`src/design/lls_pkg.sv`:
```
// Package for the logical line splitter: shared types, character codes and limits.
// Used by lls_front, lls_fifo, lls_back and logical_line_splitter.
package lls_pkg;

    // widths and saturation limits
    localparam int CHAR_W     = 16;
    localparam int DEPTH_MAX  = 255;
    localparam int DEPTH_W    = $clog2(DEPTH_MAX + 1);
    localparam int COUNT_W    = 16;
    localparam int COUNT_MAX  = 65535;
    localparam int NRES       = 3;
    localparam int NRES_W     = 2;
    localparam int FIFO_DEPTH = 4;
    localparam int FIFO_AW    = $clog2(FIFO_DEPTH);

    // character codes
    localparam logic [CHAR_W-1:0] CH_LF     = CHAR_W'(10);
    localparam logic [CHAR_W-1:0] CH_CR     = CHAR_W'(13);
    localparam logic [CHAR_W-1:0] CH_SPACE  = CHAR_W'(32);
    localparam logic [CHAR_W-1:0] CH_QUOTE  = CHAR_W'(34);
    localparam logic [CHAR_W-1:0] CH_SLASH  = CHAR_W'(47);
    localparam logic [CHAR_W-1:0] CH_BSLASH = CHAR_W'(92);
    localparam logic [CHAR_W-1:0] CH_OPEN   = CHAR_W'(123);
    localparam logic [CHAR_W-1:0] CH_BAR    = CHAR_W'(124);
    localparam logic [CHAR_W-1:0] CH_CLOSE  = CHAR_W'(125);

    typedef enum logic [1:0] {
        KIND_CHAR = 2'd0,
        KIND_EOL  = 2'd1,
        KIND_EOS  = 2'd2
    } t_kind;

    typedef enum logic [1:0] {
        PH_LINE  = 2'd0,
        PH_SKIP  = 2'd1,
        PH_TRAIL = 2'd2,
        PH_EXACT = 2'd3
    } t_phase;

    typedef enum logic [1:0] {
        SEP_NONE = 2'd0,
        SEP_LF   = 2'd1,
        SEP_CR   = 2'd2
    } t_sep;

    // input item
    typedef struct packed {
        logic [CHAR_W-1:0] char_code;
        logic              stream_end;
    } t_in_item;

    // result item on the output port
    typedef struct packed {
        t_kind              kind;
        logic [CHAR_W-1:0]  out_code;
        logic [COUNT_W-1:0] line_count;
        logic               found;
        logic               last;
    } t_out_item;

    // one result as produced by the front end (last is added on drain)
    typedef struct packed {
        t_kind              kind;
        logic [CHAR_W-1:0]  code;
        logic [COUNT_W-1:0] count;
        logic               found;
    } t_res;

    // all results of one input item
    typedef struct packed {
        logic [NRES_W-1:0]   cnt;
        t_res [NRES-1:0]     res;
    } t_bundle;

endpackage

```
`src/design/logical_line_splitter.sv`:
```
// Top level of the logical line splitter.
// Depends on lls_pkg, lls_front, lls_fifo and lls_back.
//
// Takes one character (or an end-of-stream mark) per transfer on push/full and
// returns kept characters, line-end records and end-of-stream records on
// empty/pop, oldest first, with last set on the final result of each input.
// The scanner decides each character combinationally, so one input is taken
// every cycle while the four-entry bundle queue has room. The drain hands out
// one result per cycle while pop is asserted, so an input that yields two or
// three results (a held slash plus the next character, a line end plus the
// next line's first character, or an end of stream) takes that many pops.
// The exact_mode register is written through i_cfg_we/i_cfg_wdata; the user
// must do so only while idle, as the block itself does not enforce it.
module logical_line_splitter
    import lls_pkg::*;
(
    input  logic      i_clk,
    input  logic      i_rst_n,
    input  logic      i_cfg_we,
    input  logic      i_cfg_wdata,
    input  logic      push,
    output logic      full,
    input  t_in_item  i_item,
    output logic      empty,
    input  logic      pop,
    output t_out_item o_result
);

    logic    w_accept;
    logic    w_bundle_valid;
    t_bundle w_bundle_in;
    t_bundle w_bundle_head;
    logic    w_bundle_empty;
    logic    w_bundle_pop;

    assign w_accept = push && !full;

    lls_front u_front (
        .i_clk          (i_clk),
        .i_rst_n        (i_rst_n),
        .i_cfg_we       (i_cfg_we),
        .i_cfg_wdata    (i_cfg_wdata),
        .i_accept       (w_accept),
        .i_item         (i_item),
        .o_bundle_valid (w_bundle_valid),
        .o_bundle       (w_bundle_in)
    );

    lls_fifo u_fifo (
        .i_clk   (i_clk),
        .i_rst_n (i_rst_n),
        .i_wr    (w_bundle_valid),
        .i_wdata (w_bundle_in),
        .i_rd    (w_bundle_pop),
        .o_rdata (w_bundle_head),
        .o_full  (full),
        .o_empty (w_bundle_empty)
    );

    lls_back u_back (
        .i_clk          (i_clk),
        .i_rst_n        (i_rst_n),
        .i_bundle       (w_bundle_head),
        .i_bundle_empty (w_bundle_empty),
        .i_pop          (pop),
        .o_bundle_pop   (w_bundle_pop),
        .o_empty        (empty),
        .o_result       (o_result)
    );

endmodule

```
`src/design/lls_front.sv`:
```
// Front end of the logical line splitter: scanner state and per-character decision.
// Depends on lls_pkg; produces one result bundle per input transfer that yields any result.
module lls_front
    import lls_pkg::*;
(
    input  logic      i_clk,
    input  logic      i_rst_n,
    input  logic      i_cfg_we,
    input  logic      i_cfg_wdata,
    input  logic      i_accept,
    input  t_in_item  i_item,
    output logic      o_bundle_valid,
    output t_bundle   o_bundle
);

    typedef struct packed {
        t_phase              phase;
        logic                in_quotes;
        logic                ignoring;
        logic                line_started;
        logic [DEPTH_W-1:0]  brace_depth;
        logic [COUNT_W-1:0]  lines_seen;
        logic                held_bslash;   // held char: 1 backslash, 0 slash
        logic                held_valid;
        t_sep                prev_sep;
    } t_scan;

    logic    r_exact_mode;
    t_scan   r_scan;
    t_scan   n_scan;
    t_bundle n_bundle;

    // config register
    always_ff @(posedge i_clk) begin
        if (!i_rst_n) begin
            r_exact_mode <= 1'b0;
        end else if (i_cfg_we) begin
            r_exact_mode <= i_cfg_wdata;
        end
    end

    // per-character step
    always_comb begin
        t_scan             s;
        logic [CHAR_W-1:0] c;
        logic              at_end;
        logic              is_nl;
        logic              do_body;
        logic [NRES_W-1:0] nres;
        t_res [NRES-1:0]   res;

        s       = r_scan;
        c       = i_item.char_code;
        at_end  = i_item.stream_end || (c == '0);
        is_nl   = (c == CH_LF) || (c == CH_CR);
        do_body = 1'b0;
        nres    = '0;
        res     = '0;

        if (at_end) begin
            // flush held character (a backslash is dropped while ignoring), close a started line, mark end of stream
            if (s.held_valid && (!s.held_bslash || !s.ignoring)) begin
                res[nres] = '{KIND_CHAR, s.held_bslash ? CH_BSLASH : CH_SLASH, '0, 1'b0};
                nres = nres + 1'b1;
            end
            if (s.phase == PH_LINE || s.phase == PH_SKIP) begin
                if (s.line_started) begin
                    if (s.lines_seen < COUNT_W'(COUNT_MAX)) begin
                        s.lines_seen = s.lines_seen + 1'b1;
                    end
                    res[nres] = '{KIND_EOL, '0, s.lines_seen, 1'b1};
                    nres = nres + 1'b1;
                end
            end else begin
                res[nres] = '{KIND_EOL, '0, s.lines_seen, s.line_started};
                nres = nres + 1'b1;
            end
            res[nres] = '{KIND_EOS, '0, '0, 1'b0};
            nres = nres + 1'b1;
            s = '0;
        end else begin
            case (s.phase)
                PH_TRAIL: begin
                    if ((s.prev_sep == SEP_LF && c == CH_CR) ||
                        (s.prev_sep == SEP_CR && c == CH_LF)) begin
                        s.prev_sep = SEP_NONE;
                    end else if (is_nl) begin
                        if (s.lines_seen < COUNT_W'(COUNT_MAX)) begin
                            s.lines_seen = s.lines_seen + 1'b1;
                        end
                        s.prev_sep = (c == CH_LF) ? SEP_LF : SEP_CR;
                    end else if (c == CH_BAR) begin
                        s.prev_sep = SEP_NONE;
                    end else begin
                        res[nres] = '{KIND_EOL, '0, s.lines_seen, 1'b1};
                        nres = nres + 1'b1;
                        s = '0;
                        do_body = 1'b1;
                    end
                end
                PH_EXACT: begin
                    if (s.prev_sep == SEP_CR && c == CH_LF) begin
                        s.prev_sep = SEP_NONE;
                    end else begin
                        res[nres] = '{KIND_EOL, '0, s.lines_seen, 1'b1};
                        nres = nres + 1'b1;
                        s = '0;
                        do_body = 1'b1;
                    end
                end
                PH_SKIP: begin
                    s.phase = PH_LINE;
                    do_body = !is_nl;
                end
                default: begin
                    if (s.held_valid) begin
                        // resolve the held slash or backslash
                        s.held_valid = 1'b0;
                        if (s.held_bslash) begin
                            if (is_nl) begin
                                res[nres] = '{KIND_CHAR, CH_SPACE, '0, 1'b0};
                                nres = nres + 1'b1;
                                if (s.lines_seen < COUNT_W'(COUNT_MAX)) begin
                                    s.lines_seen = s.lines_seen + 1'b1;
                                end
                                s.phase = PH_SKIP;
                            end else begin
                                if (!s.ignoring) begin
                                    res[nres] = '{KIND_CHAR, CH_BSLASH, '0, 1'b0};
                                    nres = nres + 1'b1;
                                end
                                do_body = 1'b1;
                            end
                        end else begin
                            if (c == CH_SLASH) begin
                                s.ignoring = 1'b1;
                            end else begin
                                res[nres] = '{KIND_CHAR, CH_SLASH, '0, 1'b0};
                                nres = nres + 1'b1;
                            end
                            do_body = 1'b1;
                        end
                    end else begin
                        do_body = 1'b1;
                    end
                end
            endcase

            // ordinary body character
            if (do_body) begin
                if (is_nl && s.brace_depth == '0) begin
                    if (s.lines_seen < COUNT_W'(COUNT_MAX)) begin
                        s.lines_seen = s.lines_seen + 1'b1;
                    end
                    if (r_exact_mode) begin
                        s.phase    = PH_EXACT;
                        s.prev_sep = (c == CH_CR) ? SEP_CR : SEP_NONE;
                    end else begin
                        s.phase    = PH_TRAIL;
                        s.prev_sep = (c == CH_LF) ? SEP_LF : SEP_CR;
                    end
                end else if (!s.in_quotes && !r_exact_mode && c == CH_BAR) begin
                    s.phase    = PH_TRAIL;
                    s.prev_sep = SEP_NONE;
                end else begin
                    s.line_started = 1'b1;
                    if (is_nl) begin
                        // folded newline inside braces
                        res[nres] = '{KIND_CHAR, CH_SPACE, '0, 1'b0};
                        nres = nres + 1'b1;
                        if (s.lines_seen < COUNT_W'(COUNT_MAX)) begin
                            s.lines_seen = s.lines_seen + 1'b1;
                        end
                        s.phase = PH_SKIP;
                    end else if (!s.in_quotes && c == CH_BSLASH) begin
                        s.held_bslash = 1'b1;
                        s.held_valid  = 1'b1;
                    end else if (!s.in_quotes && c == CH_OPEN) begin
                        if (s.brace_depth < DEPTH_W'(DEPTH_MAX)) begin
                            s.brace_depth = s.brace_depth + 1'b1;
                        end
                    end else if (!s.in_quotes && c == CH_CLOSE && s.brace_depth != '0) begin
                        s.brace_depth = s.brace_depth - 1'b1;
                    end else if (!s.in_quotes && !r_exact_mode && !s.ignoring &&
                                 c == CH_SLASH) begin
                        s.held_bslash = 1'b0;
                        s.held_valid  = 1'b1;
                    end else begin
                        if (c == CH_QUOTE) begin
                            s.in_quotes = !s.in_quotes;
                        end
                        if (!s.ignoring) begin
                            res[nres] = '{KIND_CHAR, c, '0, 1'b0};
                            nres = nres + 1'b1;
                        end
                    end
                end
            end
        end

        n_scan       = s;
        n_bundle.cnt = nres;
        n_bundle.res = res;
    end

    // scanner state register
    always_ff @(posedge i_clk) begin
        if (!i_rst_n) begin
            r_scan <= '0;
        end else if (i_accept) begin
            r_scan <= n_scan;
        end
    end

    assign o_bundle_valid = i_accept && (n_bundle.cnt != '0);
    assign o_bundle       = n_bundle;

    // an accepted end of stream leaves the scanner in its reset state
    a_eos_clears: assert property (@(posedge i_clk) disable iff (!i_rst_n)
        (i_accept && (i_item.stream_end || i_item.char_code == '0)) |=> (r_scan == '0))
        else $error("scanner state not cleared after end of stream");

    // a held character only exists while in the line body
    a_held_in_line: assert property (@(posedge i_clk) disable iff (!i_rst_n)
        r_scan.held_valid |-> (r_scan.phase == PH_LINE))
        else $error("held character outside line body");

endmodule

```
`src/design/lls_fifo.sv`:
```
// Short bundle queue between the splitter front end and the result drain.
// Depends on lls_pkg for the bundle type and depth.
module lls_fifo
    import lls_pkg::*;
(
    input  logic    i_clk,
    input  logic    i_rst_n,
    input  logic    i_wr,
    input  t_bundle i_wdata,
    input  logic    i_rd,
    output t_bundle o_rdata,
    output logic    o_full,
    output logic    o_empty
);

    t_bundle             r_mem [FIFO_DEPTH];
    logic [FIFO_AW-1:0]  r_wptr;
    logic [FIFO_AW-1:0]  r_rptr;
    logic [FIFO_AW:0]    r_count;

    // storage
    always_ff @(posedge i_clk) begin
        if (i_wr) begin
            r_mem[r_wptr] <= i_wdata;
        end
    end

    // pointers and fill count
    always_ff @(posedge i_clk) begin
        if (!i_rst_n) begin
            r_wptr  <= '0;
            r_rptr  <= '0;
            r_count <= '0;
        end else begin
            if (i_wr) begin
                r_wptr <= r_wptr + 1'b1;
            end
            if (i_rd) begin
                r_rptr <= r_rptr + 1'b1;
            end
            case ({i_wr, i_rd})
                2'b10:   r_count <= r_count + 1'b1;
                2'b01:   r_count <= r_count - 1'b1;
                default: r_count <= r_count;
            endcase
        end
    end

    assign o_rdata = r_mem[r_rptr];
    assign o_full  = (r_count == (FIFO_AW+1)'(FIFO_DEPTH));
    assign o_empty = (r_count == '0);

    a_no_overflow: assert property (@(posedge i_clk) disable iff (!i_rst_n)
        i_wr |-> !o_full)
        else $error("bundle queue overflow");

    a_no_underflow: assert property (@(posedge i_clk) disable iff (!i_rst_n)
        i_rd |-> !o_empty)
        else $error("bundle queue underflow");

endmodule

```
`src/design/lls_back.sv`:
```
// Result drain of the logical line splitter: walks one bundle result by result.
// Depends on lls_pkg; reads the head of lls_fifo.
module lls_back
    import lls_pkg::*;
(
    input  logic      i_clk,
    input  logic      i_rst_n,
    input  t_bundle   i_bundle,
    input  logic      i_bundle_empty,
    input  logic      i_pop,
    output logic      o_bundle_pop,
    output logic      o_empty,
    output t_out_item o_result
);

    logic [NRES_W-1:0] r_idx;
    logic              w_last;
    t_res              w_res;

    assign w_res  = i_bundle.res[r_idx];
    assign w_last = (r_idx == i_bundle.cnt - 1'b1);

    assign o_empty             = i_bundle_empty;
    assign o_result.kind       = w_res.kind;
    assign o_result.out_code   = w_res.code;
    assign o_result.line_count = w_res.count;
    assign o_result.found      = w_res.found;
    assign o_result.last       = w_last;
    assign o_bundle_pop        = i_pop && !i_bundle_empty && w_last;

    // result index within the head bundle
    always_ff @(posedge i_clk) begin
        if (!i_rst_n) begin
            r_idx <= '0;
        end else if (i_pop && !i_bundle_empty) begin
            r_idx <= w_last ? '0 : r_idx + 1'b1;
        end
    end

    a_idx_in_range: assert property (@(posedge i_clk) disable iff (!i_rst_n)
        !i_bundle_empty |-> (i_bundle.cnt != '0 && r_idx < i_bundle.cnt))
        else $error("result index outside head bundle");

endmodule
```
`config.mk`:
```
export PLATFORM = sky130hd
export DESIGN_NAME = logical_line_splitter
export DESIGN_NICKNAME = d
export VERILOG_FILES = /design/src/design/lls_pkg.sv /design/src/design/logical_line_splitter.sv /design/src/design/lls_front.sv /design/src/design/lls_fifo.sv /design/src/design/lls_back.sv
export SDC_FILE = /design/constraint.sdc
export NUM_CORES = 1
export LEC_CHECK = 0
export BUFFER_PORTS_ARGS = -buffer_cell sky130_fd_sc_hd__buf_2
export CAP_MARGIN = 20
export CORE_ASPECT_RATIO = 0.6
export CORE_MARGIN = 2
export CORE_UTILIZATION = 60
export DETAILED_ROUTE_END_ITERATION = 7
export PLACE_DENSITY = 0.77
export SYNTH_ARGS = -nofsm -noshare
export SYNTH_HDL_FRONTEND = slang
export SYNTH_SLANG_ARGS = --single-unit
```
`constraint.sdc`:
```
create_clock -name i_clk -period 7.9 [get_ports i_clk]
set_input_delay 0.395 -clock i_clk [delete_from_list [all_inputs] [get_ports i_clk]]
set_output_delay 0.395 -clock i_clk [all_outputs]
set_load 0.02 [all_outputs]
```
==> results of run 1 <==
metal layers:
metal	global-route usage, %	part of all wire (%)	vias to the layer above
li1	-	-	5571
met1	49.0	44	6262
met2	45.0	43	842
met3	6.38	11	83
met4	6.59	2.3	2
met5	0	0.027	-
registers in the layout, indices dropped and copies added, names as in the netlist, named ones only:
signal                count
u_back.r_idx              2
u_fifo.r_count            3
u_fifo.r_mem            292
u_fifo.r_rptr             2
u_fifo.r_wptr             2
u_front.r_exact_mode      1
u_front.r_scan           33
power groups by stage:
stage	Clock (mW)	Sequential [mW]	Combinational (mW)
4_1_cts	1.47	2.12	0.738
6_report	1.46	2.12	0.738
2_1_floorplan	0	2.11	0.546
5_1_grt	1.53	2.13	0.790
3_3_place_gp	0	2.15	0.720
3_5_place_dp	0	2.16	0.731
cell families (layout without fill, tap and decap cells):
group / after synthesis / after routing / synth area share [%]
xor gates and xnor gates: 17 / 17 / 0.845
muxes: 123 / 123 / 12.2
AOI/OAI and AO/OA: 286 / 286 / 11.4
adders and majority gates: 19 / 19 / 1.39
buffers and inverters: 127 / 163 / 2.96
and+or+nand+nor: 520 / 520 / 16.3
DFF: 337 / 337 / 54.9
area by class of cell:
cell class | count | area, um^2 | share of cell area, %
multi-input combinational | 965 | 7440 | 38.9
timing repair buffer | 80 | 483 | 2.52
tap | 375 | 469 | 2.45
sequential | 337 | 9680 | 50.5
inverter | 27 | 101 | 0.529
clock inverter | 18 | 169 | 0.882
clock buffer | 38 | 802 | 4.19
worst max path at each step:
| stage | end | depth (start not counted) | start |
|---|---|---|---|
| after floorplan | u_fifo.r_mem[0][0] | 18 | i_item[6] |
| after global placement | u_fifo.r_mem[0][12] | 14 | i_item[10] |
| after detailed placement | u_fifo.r_mem[0][48] | 15 | i_item[13] |
| after CTS | u_fifo.r_mem[0][14] | 14 | u_front.r_scan[32] |
| after global routing | u_fifo.r_mem[2][23] | 15 | u_front.r_scan[32] |
| final | u_fifo.r_mem[2][106] | 15 | u_front.r_scan[32] |
critical path, cell delays in order (launching register included):
cell and delay, ps:
sky130_fd_sc_hd__dfxtp_1 310, sky130_fd_sc_hd__buf_4 290, sky130_fd_sc_hd__inv_1 290, sky130_fd_sc_hd__a21oi_2 670
sky130_fd_sc_hd__nand2_2 330, sky130_fd_sc_hd__and2_1 280, sky130_fd_sc_hd__inv_1 60, sky130_fd_sc_hd__ha_1 450
sky130_fd_sc_hd__a21oi_1 120, sky130_fd_sc_hd__o221ai_1 380, sky130_fd_sc_hd__nor2_1 210, sky130_fd_sc_hd__and4_1 240
sky130_fd_sc_hd__or3_4 390, sky130_fd_sc_hd__a21oi_2 270, sky130_fd_sc_hd__and2_4 670, sky130_fd_sc_hd__buf_4 370
stage by stage:
step                power, mW  area, um^2  hold WS [ps]
floorplan                2.66       17600           473
global placement         2.87       18100           499
detailed placement       2.89       18100           525
CTS                      4.33       19100          83.6
global route             4.45       19100           140
finish                   4.32       19100          97.7
cell usage in the layout, fill, tap and decap left out, types with 17 or more instances in the layout:
cell and count:
sky130_fd_sc_hd__a21oi_1 65, sky130_fd_sc_hd__and2_1 28, sky130_fd_sc_hd__and3_1 35, sky130_fd_sc_hd__buf_2 60, sky130_fd_sc_hd__buf_4 18, sky130_fd_sc_hd__clkbuf_16 31
sky130_fd_sc_hd__dfxtp_1 41, sky130_fd_sc_hd__edfxtp_1 292, sky130_fd_sc_hd__ha_1 18, sky130_fd_sc_hd__inv_1 27, sky130_fd_sc_hd__mux2i_1 47, sky130_fd_sc_hd__mux4_2 73
sky130_fd_sc_hd__nand2_1 111, sky130_fd_sc_hd__nand3_1 40, sky130_fd_sc_hd__nor2_1 120, sky130_fd_sc_hd__nor2b_1 17, sky130_fd_sc_hd__nor3_1 45, sky130_fd_sc_hd__o21ai_0 67
cell usage after synthesis (7+ instances only):
library cell,instances
sky130_fd_sc_hd__or2_2,7
sky130_fd_sc_hd__nand2_1,111
sky130_fd_sc_hd__and2_1,32
sky130_fd_sc_hd__nand4_1,15
sky130_fd_sc_hd__a21boi_0,8
sky130_fd_sc_hd__nor2b_1,17
sky130_fd_sc_hd__a21oi_1,66
sky130_fd_sc_hd__o21ai_0,67
sky130_fd_sc_hd__nor2_1,120
sky130_fd_sc_hd__nor4_1,11
sky130_fd_sc_hd__o31ai_1,13
sky130_fd_sc_hd__xnor2_1,15
sky130_fd_sc_hd__nand3_1,40
sky130_fd_sc_hd__clkbuf_1,71
sky130_fd_sc_hd__mux4_2,73
sky130_fd_sc_hd__dfxtp_1,45
sky130_fd_sc_hd__ha_1,18
sky130_fd_sc_hd__a31oi_1,7
sky130_fd_sc_hd__mux2i_1,47
sky130_fd_sc_hd__and3_1,35
sky130_fd_sc_hd__a211oi_1,10
sky130_fd_sc_hd__or3_1,13
sky130_fd_sc_hd__a22oi_1,8
sky130_fd_sc_hd__and4_1,9
sky130_fd_sc_hd__buf_2,11
sky130_fd_sc_hd__nand2b_1,9
sky130_fd_sc_hd__buf_1,11
sky130_fd_sc_hd__inv_1,27
sky130_fd_sc_hd__o211ai_1,11
sky130_fd_sc_hd__nor3_1,45
sky130_fd_sc_hd__edfxtp_1,292
sky130_fd_sc_hd__a21o_1,8
==> impl_summary.log, run 1 <==
INFO  metric outcome = finished, final reports clean
INFO  metric final.setup.tns = 0 ps
INFO  metric finalWorstSetupSlack = 2190 ps
INFO  metric final_hold_fails = 0
INFO  metric worstSetupPathType = reg -> reg
INFO  metric via_count_of_the_routed_design = 12.8k
INFO  metric synth_largest_area_cell = sky130_fd_sc_hd__edfxtp_1
INFO  metric grt_setup_unrepaired = false
INFO  metric combinational_cell_fraction_of_total_power = between 10% and 20%
INFO  metric syn_inst = 1,429
INFO  metric worst_ep_arrival_time = 5970 ps
INFO  metric cts.sink_count = 337
INFO  metric worst_hold_startpoint = i_cfg_wdata
INFO  metric dpl_worst_slack = 2170 ps
INFO  metric postSynth.topFlopCell = sky130_fd_sc_hd__edfxtp_1
INFO  metric detailed_place_hpwl = 32,700 um
INFO  metric finalNonFillerCells = 1,840
INFO  metric yosys-top-cells-area = sky130_fd_sc_hd__edfxtp_1 50%, sky130_fd_sc_hd__mux4_2 9.3%, sky130_fd_sc_hd__dfxtp_1 5.1%
INFO  metric gp_routability_congestion = 1.05
INFO  metric die_h = around 140 um
INFO  metric share_clk_of_total_power = between 30 and 40%
INFO  metric timing.rr.start = u_front.r_scan[32]
INFO  metric worst_hold_check_path_type = in -> reg
INFO  metric grt_start_max_net_pins = 74
INFO  metric routed_via_density = roughly 6.9
INFO  metric wl = ~48,000 um
INFO  metric leakagePower = 6.27 nW
INFO  metric ctsHtreeMaxLevel = 1
INFO  metric setup_viol_count_final = 0
INFO  metric fin_crit_sh = just over 70%
INFO  metric fillers = 2,122
INFO  metric critPathLaunchType = flop
INFO  metric synth.ff_latch_count = 337
INFO  metric synth_enable_flop_cells = 292
INFO  metric groute.usage.overall = 31.2%
INFO  metric grt_pass1_wl = 72,400 um
INFO  metric globalRouteOverflowTotal = 0
INFO  metric timing.reg2reg.setup_slack = approximately 2200 ps
INFO  metric biggest_fanout_along_the_worst_timing_path = 47
INFO  metric route.detailed.drc = 0
INFO  metric timing.clock.skew = 10.9 ps
INFO  metric syn-num-nets = 1,471
INFO  metric cp.required = 8150 ps
INFO  metric io_pins = 61
INFO  metric place.detailed.instances = about 1.8k
INFO  metric initial_utilization = 61.1%
INFO  metric number_of_global_route_vias_before_repair = 11.8k
INFO  metric portBuffers = 60
INFO  metric cts_post_setup_buffers_inserted = 0
INFO  metric floorplan.die_area = 30,800 um^2
INFO  metric clock_tree.root_cell = sky130_fd_sc_hd__clkbuf_16
INFO  metric width_of_the_chip = 225 um
INFO  metric timing.max_slew.rel_slack = 29.2%
INFO  metric number_of_distinct_standard_cells_referenced_by_the_synthesized_netlist = 106
INFO  metric clkSlewWorstSetupHoldPaths = 70 ps
INFO  metric finalNetCount = 1,483
INFO  metric netlist.area_leader.share = between 40% and 50%
INFO  metric p_int = 3.17 mW
INFO  metric cts_resized = 0
INFO  metric drt.antenna.violating_nets = 0
INFO  metric layout_cells_sized_above_1 = 18.0%
INFO  metric tritoncts = built
INFO  metric clock_path_buffers = 3
INFO  metric core_region_area = 28,800 um^2
INFO  metric cellPowerDensity = 225 nW/um^2
INFO  metric clock_insertion_delay_worst_skew = 570 ps
INFO  metric max-cap-violations = 0
INFO  metric syn_avg_cell_area = ~12 um^2
INFO  metric power.sequential.fraction = between 40 and 50%
INFO  metric fin_util = 66.4%
INFO  metric worst_hold_path.endpoint = u_front.r_exact_mode
INFO  metric synth-async-reset-ratio = 0%
INFO  metric grt_antenna_before_repair = 1
INFO  metric cts_hold_fix_bufs = 0
INFO  metric first_iter_violations = 1,649
INFO  metric diodes_inserted = 0
INFO  metric depth_of_the_worst_hold_timing_path = 3
INFO  metric worst_r2r_endpoint = u_fifo.r_mem[2][106]
INFO  metric area_growth_syn_to_layout = 8.66%
INFO  metric finalWorstPathRequiredPeriod = approximately 5700 ps
INFO  metric synth_area = 17,600 um^2
INFO  metric critPathCaptureType = flop
INFO  metric row_count = 48
INFO  metric power.switching_fraction = 26.6%
INFO  metric ir_worst_vdd = about 0.00021 V
INFO  metric ys_seq_area_share = 54.9%
INFO  metric synth.yosys.warnings = 0
INFO  metric numCtsBuffers = 30
INFO  metric top_achievable_clock_speed = 175 MHz
INFO  metric dr.pass1.iters = 7
INFO  metric wire_per_inst = 26.0 um
INFO  metric slew_violations = 0
INFO  metric tightestPinTransition = 1060 ps
INFO  metric net_switching_power = approximately 1.1 mW
INFO  metric worst_r2r_path_depth = 15
(Power assumes the default switching activity.)
==> run 2: changes to the inputs <==
--- a/config.mk
+++ b/config.mk
@@ -5,11 +5,12 @@
 export SDC_FILE = /design/constraint.sdc
 export NUM_CORES = 1
 export LEC_CHECK = 0
+export ABC_AREA = 1
 export BUFFER_PORTS_ARGS = -buffer_cell sky130_fd_sc_hd__buf_2
 export CAP_MARGIN = 20
 export CORE_ASPECT_RATIO = 0.6
 export CORE_MARGIN = 2
-export CORE_UTILIZATION = 60
+export CORE_UTILIZATION = 57
 export DETAILED_ROUTE_END_ITERATION = 7
 export PLACE_DENSITY = 0.77
 export SYNTH_ARGS = -nofsm -noshare
==> constraint.sdc (replaced) <==
create_clock -name i_clk -period 4.6 [get_ports i_clk]
set_input_delay 0.23 -clock i_clk [delete_from_list [all_inputs] [get_ports i_clk]]
set_output_delay 0.23 -clock i_clk [all_outputs]
set_load 0.02 [all_outputs]
==> run 2 against run 1 <==
Compared with the run above: register-to-register slack got worse by 1700 ps; power is 63% higher; via count increased by 18%; synthesized cell count grew 38%; global-route usage is 0.57 points higher; flip-flop and latch count is the same; count of clock-buffer cells in the layout is 3 lower; worst setup slack worse by 1700 ps; clock skew about the same; critical path type unchanged; highest routed layer is now met4.
==> impl_summary.log, run 2 <==
INFO  metric die_h = 140 um (+2.6%)
INFO  metric number_of_distinct_standard_cells_referenced_by_the_synthesized_netlist = 55 (-48%)
INFO  metric cellPowerDensity = 359 nW/um^2 (+59%)
INFO  metric routed_via_density = 6.16 (-11%)
INFO  metric core_region_area = 30,200 um^2 (+4.8%)
INFO  metric dr.pass1.iters = 6 (-1)
INFO  metric finalNetCount = 2,063 (+39%)
INFO  metric synth_cell_count_leaders = 345 x sky130_fd_sc_hd__nor2_1, 335 x sky130_fd_sc_hd__nand2_1, 292 x sky130_fd_sc_hd__edfxtp_1, 235 x sky130_fd_sc_hd__o21ai_0, 116 x sky130_fd_sc_hd__inv_1
INFO  metric route.detailed.drc = 0 (unchanged)
INFO  metric worst_hold_check_path_type = in -> reg
INFO  metric wire_per_inst = 21.0 um (-19%)
INFO  metric detailed_place_hpwl = 35,100 um (+7.6%)
INFO  metric library_cell_with_the_highest_instance_count_after_synthesis = sky130_fd_sc_hd__nor2_1
INFO  metric synth_area = 17,700 um^2 (+0.22%)
INFO  metric clock_path_buffers = 3 (unchanged)
INFO  metric worst_hold_startpoint = i_item[11]
INFO  metric final_common_cell = sky130_fd_sc_hd__nor2_1
INFO  metric clock_tree.root_cell = sky130_fd_sc_hd__clkbuf_16
INFO  metric max-cap-violations = 0 (unchanged)
INFO  metric first_iter_violations = 2,073 (+26%)
INFO  metric syn_avg_cell_area = 8.93 um^2 (-28%)
INFO  metric cts.sink_count = 337 (unchanged)
INFO  metric m1WireLength = 23,100 um (+11%)
INFO  metric slew_violations = 0 (unchanged)
INFO  metric cts_resized = 0 (unchanged)
INFO  metric routed.top_layer = met4
INFO  metric final_hold_fails = 0 (unchanged)
INFO  metric row_count = 49 (+2.1%)
INFO  metric yosys-top-cells-area = sky130_fd_sc_hd__edfxtp_1 50%, sky130_fd_sc_hd__nor2_1 7.3%, sky130_fd_sc_hd__nand2_1 7.1%
INFO  metric fillers = 2,455 (+16%)
INFO  metric portBuffers = 60 (unchanged)
INFO  metric largest_registers = u_fifo.r_mem: 292 flops, u_front.r_scan: 33 flops, u_fifo.r_count: 3 flops
INFO  metric layout_cells_sized_above_1 = 13.1% (-4.9 points)
INFO  metric synth_largest_area_cell = sky130_fd_sc_hd__edfxtp_1
INFO  metric wl_met3 = 6290 um (+15%)
INFO  metric synth.ff_latch_count = 337 (unchanged)
INFO  metric clkSlewWorstSetupHoldPaths = 70 ps (about the same)
INFO  metric timing.rr.start = u_front.r_scan[32]
INFO  metric initial_utilization = 58.4% (-2.7 points)
INFO  metric setup_viol_count_final = 0 (unchanged)
INFO  metric post_dp_cell_area = 18,500 um^2 (+2.1%)
INFO  metric ys_seq_area_share = 54.8% (-0.12 points)
INFO  metric largest_register_ff_count = 292 (unchanged)
INFO  metric floorplan.die_area = 32,500 um^2 (+5.4%)
INFO  metric clock_insertion_delay_worst_skew = 580 ps (about the same)
INFO  metric worstSetupStartpoint = u_front.r_scan[32]
INFO  metric place.detailed.instances = 2,392 (+34%)
INFO  metric via_count_of_the_routed_design = 15.1k (+18%)
INFO  metric finalWorstPathRequiredPeriod = 4070 ps (-1640 ps)
INFO  metric io_pins = 61 (unchanged)
INFO  metric groute.usage.overall = 31.8% (+0.57 points)
INFO  metric syn_inst = 1,978 (+38%)
INFO  metric cp.required = 5050 ps (-3100 ps)
INFO  metric met2_length = 21,400 um (+4.5%)
INFO  metric synth.yosys.warnings = 0 (unchanged)
INFO  metric critPathLaunchType = flop
INFO  metric top_achievable_clock_speed = 246 MHz (+40%)
INFO  metric synth-async-reset-ratio = 0% (unchanged)
INFO  metric timing.max_slew.rel_slack = 26.6% (-2.6 points)
INFO  metric multi_input_comb_area = 7010 um^2 (-5.9%)
INFO  metric tritoncts = built
INFO  metric regMostFlops = u_fifo.r_mem
INFO  metric grt_antenna_before_repair = 1 (unchanged)
INFO  metric globalRouteOverflowTotal = 0 (unchanged)
INFO  metric postSynth.topFlopCell = sky130_fd_sc_hd__edfxtp_1
INFO  metric width_of_the_chip = 231 um (+2.7%)
INFO  metric synth_enable_flop_cells = 292 (unchanged)
INFO  metric layout.cell_area.non_filler = 19,600 um^2 (+2.3%)
INFO  metric ir_worst_vdd = 0.000301 V (+42%)
INFO  metric leakagePower = 7.35 nW (+17%)
INFO  metric tightestPinTransition = 1090 ps (+24.8 ps)
INFO  metric diodes_inserted = 0 (unchanged)
INFO  metric timing.clock.skew = 10.9 ps (-0.0284 ps)
INFO  metric biggest_fanout_along_the_worst_timing_path = 10 (-79%)
INFO  metric grt_start_max_net_pins = 119 (+61%)
INFO  metric gp_routability_congestion = 0.961 (-8.5%)
INFO  metric fin_util = 64.8% (-1.6 points)
INFO  metric worst_ep_arrival_time = 4520 ps (-1450 ps)
INFO  metric finalNonFillerCells = 2,454 (+33%)
INFO  metric area_growth_syn_to_layout = 10.9%
INFO  metric critPathCaptureType = flop
INFO  metric numCtsBuffers = 31 (+3.3%)
INFO  metric ctsHtreeMaxLevel = 1 (unchanged)
INFO  metric grt_pass1_wl = 80,500 um (+11%)
INFO  metric mostFrequentLayoutCells = 341 x sky130_fd_sc_hd__nor2_1, 335 x sky130_fd_sc_hd__nand2_1, 292 x sky130_fd_sc_hd__edfxtp_1, 235 x sky130_fd_sc_hd__o21ai_0, 114 x sky130_fd_sc_hd__inv_1
INFO  metric outcome = finished, final reports clean
INFO  metric worstSetupPathType = reg -> reg
INFO  metric syn-num-nets = 2,020 (+37%)
INFO  metric netlist.area_leader.share = 49.6% (-0.11 points)
INFO  metric wl = 51,600 um (+8.0%)
INFO  metric number_of_global_route_vias_before_repair = 13.9k (+18%)
INFO  metric drt.antenna.violating_nets = 0 (unchanged)
INFO  metric grt_setup_unrepaired = false
INFO  metric layout.area.seq = 9670 um^2 (about the same)
INFO  metric fin_crit_sh = 88.4% (+16 points)
INFO  metric fin_total_pwr = 7.02 mW (+63%)
run 2: cell count changes after synthesis, sizes merged, moves of 35 or more:
cell	change
nand2	+256
mux4	-73
nand3	+57
o21ai	+177
mux2i	-47
inv	+99
nor2	+248
o22ai	+46
and3	-35
run 2: critical path: stages, from the launching register on:
cell	delay, ps
sky130_fd_sc_hd__dfxtp_1	350
sky130_fd_sc_hd__inv_2	120
sky130_fd_sc_hd__nor2_2	280
sky130_fd_sc_hd__nand4_1	180
sky130_fd_sc_hd__nand2_2	110
sky130_fd_sc_hd__nor2_1	60
sky130_fd_sc_hd__inv_1	100
sky130_fd_sc_hd__ha_1	190
sky130_fd_sc_hd__nand2_1	80
sky130_fd_sc_hd__nor2_1	180
sky130_fd_sc_hd__nand2_2	140
sky130_fd_sc_hd__nand2_2	190
sky130_fd_sc_hd__nand2_1	110
sky130_fd_sc_hd__nor2_1	140
sky130_fd_sc_hd__nand3_1	90
sky130_fd_sc_hd__nand3_1	110
sky130_fd_sc_hd__nand3_2	150
sky130_fd_sc_hd__nand2_1	170
sky130_fd_sc_hd__ha_1	170
sky130_fd_sc_hd__inv_1	70
sky130_fd_sc_hd__fa_1	400
sky130_fd_sc_hd__a21oi_1	170
sky130_fd_sc_hd__o21ai_0	130
sky130_fd_sc_hd__o21ai_0	170
sky130_fd_sc_hd__a21oi_1	60
run 2: layout make-up:
| cell class | instances | area share (%) |
|---|---|---|
| timing repair buffer | 119 | 4.51 |
| clock inverter | 23 | 1.09 |
| tap | 408 | 2.61 |
| clock buffer | 35 | 4.04 |
| inverter | 131 | 2.57 |
| multi-input combinational | 1401 | 35.8 |
| sequential | 337 | 49.4 |
run 2: kinds of logic (layout without fill, tap and decap cells):
family / count (synthesis) / after routing / share of synthesized area, %
AND/OR/NAND/NOR: 899 / 899 / 22.5
AO/OA/AOI/OAI: 468 / 468 / 14.9
flip-flops: 337 / 337 / 54.8
buffers and inverters: 240 / 308 / 5.76
adder cells (fa/ha/maj): 19 / 19 / 1.39
XOR/XNOR: 15 / 15 / 0.744
run 2: worst paths after layout:
check	to	cells after the start	slack (ps)
hold / removal	u_fifo.r_mem[1][62]	3	110
setup / recovery	u_fifo.r_count[2]	24	530
hold reg to reg	flop	2	490
setup reg to reg	u_fifo.r_count[2]	24	530
run 2: timing repair:
item,4_1_cts,5_1_grt
hold endpoints to repair,10,0
setup buffers,0,0
hold buffers,3,0
run 2: where the power goes:
| part | internal, mW | switching, mW | leakage [nW] |
|---|---|---|---|
| Combinational | 0.269 | 0.686 | 3.74 |
| Clock | 1.42 | 1.18 | 0.488 |
| Sequential | 3.42 | 0.0426 | 3.12 |
| Total | 5.11 | 1.91 | 7.35 |
run 2: per-layer routing:
metal,global-route usage (%),vias up
li1,-,6939
met1,51.0,7172
met3,5.80,66
met5,0,-
met2,45.0,942
met4,5.64,0
run 2: metrics by stage:
stage                     setup slack [ps]  setup TNS, ps  hold WS (ps)
final                                  533              0           108
after global routing                   168              0           137
after CTS                              638              0          80.7
after detailed placement               399              0           463
after global placement                 485              0           463
after floorplan                       -150         -43720           348
==> run 3: changes to the inputs <==
--- a/config.mk
+++ b/config.mk
@@ -6,12 +6,13 @@
 export NUM_CORES = 1
 export LEC_CHECK = 0
 export ABC_AREA = 1
-export BUFFER_PORTS_ARGS = -buffer_cell sky130_fd_sc_hd__buf_2
+export BUFFER_PORTS_ARGS = -buffer_cell sky130_fd_sc_hd__buf_4
 export CAP_MARGIN = 20
 export CORE_ASPECT_RATIO = 0.6
 export CORE_MARGIN = 2
 export CORE_UTILIZATION = 57
 export DETAILED_ROUTE_END_ITERATION = 7
+export MAX_ROUTING_LAYER = met4
 export PLACE_DENSITY = 0.77
 export SYNTH_ARGS = -nofsm -noshare
 export SYNTH_HDL_FRONTEND = slang
==> run 3 against run 2 <==
Compared with the run above: sequential share of layout area down 0.12 points; routed wire length down 1.5%; final area up 0.24%; die area unchanged; largest power group unchanged; first-iteration DRC count up 0.92%; fmax down 0.18%; register-to-register slack about the same; critical path type unchanged; cell count down 0.37%; power down 1.3%; via count down 0.24%; critical endpoint unchanged; largest cell class unchanged; critical path depth unchanged.
==> impl_summary.log, run 3 (same netlist as run 2, synthesis figures left out) <==
INFO  metric worst_hold_startpoint = i_item[11]
INFO  metric timing.max_slew.rel_slack = 27.4% (+0.79 points)
INFO  metric grt_pass1_wl = 78,200 um (-2.9%)
INFO  metric outcome = finished, final reports clean
INFO  metric finalWorstPathRequiredPeriod = 4070 ps (+7.14 ps)
INFO  metric fin_crit_sh = 88.6% (+0.16 points)
INFO  metric first_iter_violations = 2,092 (+0.92%)
INFO  metric top_achievable_clock_speed = 245 MHz (-0.18%)
INFO  metric largest_registers = u_fifo.r_mem: 292 flops, u_front.r_scan: 33 flops, u_fifo.r_count: 3 flops
INFO  metric max-cap-violations = 0 (unchanged)
INFO  metric floorplan.die_area = 32,500 um^2 (unchanged)
INFO  metric timing.clock.skew = 19.5 ps (+8.63 ps)
INFO  metric ctsHtreeMaxLevel = 1 (unchanged)
INFO  metric biggest_fanout_along_the_worst_timing_path = 10 (unchanged)
INFO  metric grt_setup_unrepaired = false
INFO  metric cellPowerDensity = 353 nW/um^2 (-1.5%)
INFO  metric wl = 50,800 um (-1.5%)
INFO  metric timing.reg2reg.setup_slack = 530 ps (about the same)
INFO  metric ir_worst_vdd = 0.000361 V (+20%)
INFO  metric fin_total_pwr = 6.94 mW (-1.3%)
INFO  metric io_pins = 61 (unchanged)
INFO  metric largest_register_ff_count = 292 (unchanged)
INFO  metric cp.required = 5050 ps (about the same)
INFO  metric route.detailed.drc = 0 (unchanged)
INFO  metric finalNonFillerCells = 2,445 (-0.37%)
INFO  metric via_count_of_the_routed_design = 15.1k (-0.24%)
INFO  metric groute.usage.overall = 31.9% (+0.16 points)
INFO  metric final_common_cell = sky130_fd_sc_hd__nor2_1
INFO  metric area_growth_syn_to_layout = 11.2%
INFO  metric worst_r2r_path_depth = 24 (unchanged)
INFO  metric detailed_place_hpwl = 34,500 um (-1.9%)
INFO  metric initial_utilization = 58.4% (unchanged)
INFO  metric gp_routability_congestion = 0.976 (+1.6%)
INFO  metric clkSlewWorstSetupHoldPaths = 70 ps (about the same)
INFO  metric portBuffers = 60 (unchanged)
INFO  metric timing.rr.start = u_front.r_scan[32]
INFO  metric numCtsBuffers = 31 (unchanged)
INFO  metric finalNetCount = 2,056 (-0.34%)
INFO  metric worst_hold_check_path_type = in -> reg
INFO  metric final_hold_fails = 0 (unchanged)
INFO  metric tritoncts = built
INFO  metric layout.cell_area.non_filler = 19,600 um^2 (+0.24%)
INFO  metric cts_resized = 0 (unchanged)
INFO  metric globalRouteOverflowTotal = 0 (unchanged)
INFO  metric number_of_global_route_vias_before_repair = 13.4k (-3.9%)
INFO  metric grt_antenna_before_repair = 1 (unchanged)
INFO  metric routed_via_density = 6.17 (+0.12%)
INFO  metric worst_hold_path.endpoint = u_fifo.r_mem[0][62]
INFO  metric mostFrequentLayoutCells = 341 x sky130_fd_sc_hd__nor2_1, 335 x sky130_fd_sc_hd__nand2_1, 292 x sky130_fd_sc_hd__edfxtp_1, 235 x sky130_fd_sc_hd__o21ai_0, 114 x sky130_fd_sc_hd__inv_1
INFO  metric clock_tree.root_cell = sky130_fd_sc_hd__clkbuf_16
INFO  metric clock_insertion_delay_worst_skew = 580 ps (about the same)
INFO  metric drt.antenna.violating_nets = 0 (unchanged)
INFO  metric die_h = 140 um (unchanged)
INFO  metric layout_cells_sized_above_1 = 12.4% (-0.72 points)
INFO  metric final.setup.tns = 0 ps (unchanged)
INFO  metric place.detailed.instances = 2,386 (-0.25%)
INFO  metric wire_per_inst = 20.8 um (-1.1%)
INFO  metric width_of_the_chip = 231 um (unchanged)
INFO  metric core_region_area = 30,200 um^2 (unchanged)
INFO  metric dr.pass1.iters = 6 (unchanged)
INFO  metric clock_path_buffers = 3 (unchanged)
INFO  metric regMostFlops = u_fifo.r_mem
INFO  metric worst_ep_arrival_time = 4530 ps (about the same)
INFO  metric worstSetupPathType = reg -> reg
INFO  metric setup_viol_count_final = 0 (unchanged)
INFO  metric critPathLaunchType = flop
INFO  metric tightestPinTransition = 1090 ps (+2.30 ps)
INFO  metric worst_r2r_endpoint = u_fifo.r_count[2]
INFO  metric post_dp_cell_area = 18,700 um^2 (+0.84%)
INFO  metric hold_ws = 106 ps (-1.33 ps)
INFO  metric grt_start_max_net_pins = 107 (-10%)
INFO  metric leakagePower = 7.32 nW (-0.35%)
INFO  metric slew_violations = 0 (unchanged)
INFO  metric depth_of_the_worst_hold_timing_path = 3 (unchanged)
INFO  metric critPathCaptureType = flop
INFO  metric cts.sink_count = 337 (unchanged)
INFO  metric row_count = 49 (unchanged)
-- run 3: cell count changes in the layout (fill, tap and decap cells not counted), sizes merged --
| cell | before | now |
|---|---|---|
| buf | 116 | 109 |
| clkbuf | 35 | 39 |
| inv | 130 | 127 |
| bufinv | 3 | 1 |
| clkinv | 18 | 17 |
| clkinvlp | 3 | 2 |
| diode | 0 | 1 |
-- run 3: cell type report --
class / count / area [um^2]
clock inverter: 16 / 116
tap: 408 / 510
fill: 2410 / 10600
clock buffer: 39 / 806
timing repair buffer: 112 / 1010
sequential: 337 / 9670
multi-input combinational: 1401 / 7010
antenna: 1 / 2.50
inverter: 131 / 504
-- run 3: how the worst max path moves through the flow --
stage / end / from
after floorplan: u_fifo.r_mem[0][0] / i_item[16]
after global placement: u_fifo.r_count[2] / i_item[14]
after detailed placement: u_fifo.r_count[2] / i_item[14]
after CTS: u_fifo.r_count[2] / u_front.r_scan[32]
after global routing: u_fifo.r_count[2] / u_front.r_scan[32]
final: u_fifo.r_count[2] / u_front.r_scan[32]
-- run 3: per-stage QoR --
| stage | setup slack [ps] | util (%) |
|---|---|---|
| after floorplan | -150 | - |
| after global placement | 369 | 61.8 |
| after detailed placement | 384 | 61.8 |
| after CTS | 629 | 64.9 |
| after global routing | 142 | 65.0 |
| final | 526 | 65.0 |
-- run 3: metal layers --
layer  vias up  GRT usage [%]  wire length [um]
li1       6940              -                 -
met1      7111           48.0             22300
met5         -              -                 0
met3        57           8.84              6890
met4         0           5.57               840
met2       974           43.4             20800
-- run 3: report_power, final --
group          internal (mW)  switching (mW)  leakage [nW]
logic                  0.330           0.692          3.76
clock network           1.30            1.14         0.442
registers               3.42          0.0488          3.12
-- run 3: what timing repair did --
action | in CTS | in global routing
setup buffers | 0 | 0
hold endpoints to repair | 8 | 0
hold buffers | 3 | 0
-- run 3: worst max-delay path, cell delays in order, from the launching register on --
cell and delay (ps):
sky130_fd_sc_hd__dfxtp_1 350, sky130_fd_sc_hd__inv_2 120, sky130_fd_sc_hd__nor2_2 290, sky130_fd_sc_hd__nand4_1 190, sky130_fd_sc_hd__nand2_2 120, sky130_fd_sc_hd__nor2_1 60
sky130_fd_sc_hd__inv_1 110, sky130_fd_sc_hd__ha_1 180, sky130_fd_sc_hd__nand2_1 80, sky130_fd_sc_hd__nor2_1 190, sky130_fd_sc_hd__nand2_2 130, sky130_fd_sc_hd__nand2_2 190
sky130_fd_sc_hd__nand2_1 120, sky130_fd_sc_hd__nor2_1 190, sky130_fd_sc_hd__nand3_1 110, sky130_fd_sc_hd__nand3_1 120, sky130_fd_sc_hd__nand3_2 150, sky130_fd_sc_hd__nand2_1 160
sky130_fd_sc_hd__ha_1 170, sky130_fd_sc_hd__inv_1 70, sky130_fd_sc_hd__fa_1 380, sky130_fd_sc_hd__a21oi_1 150, sky130_fd_sc_hd__o21ai_0 110, sky130_fd_sc_hd__o21ai_0 160
sky130_fd_sc_hd__a21oi_1 50
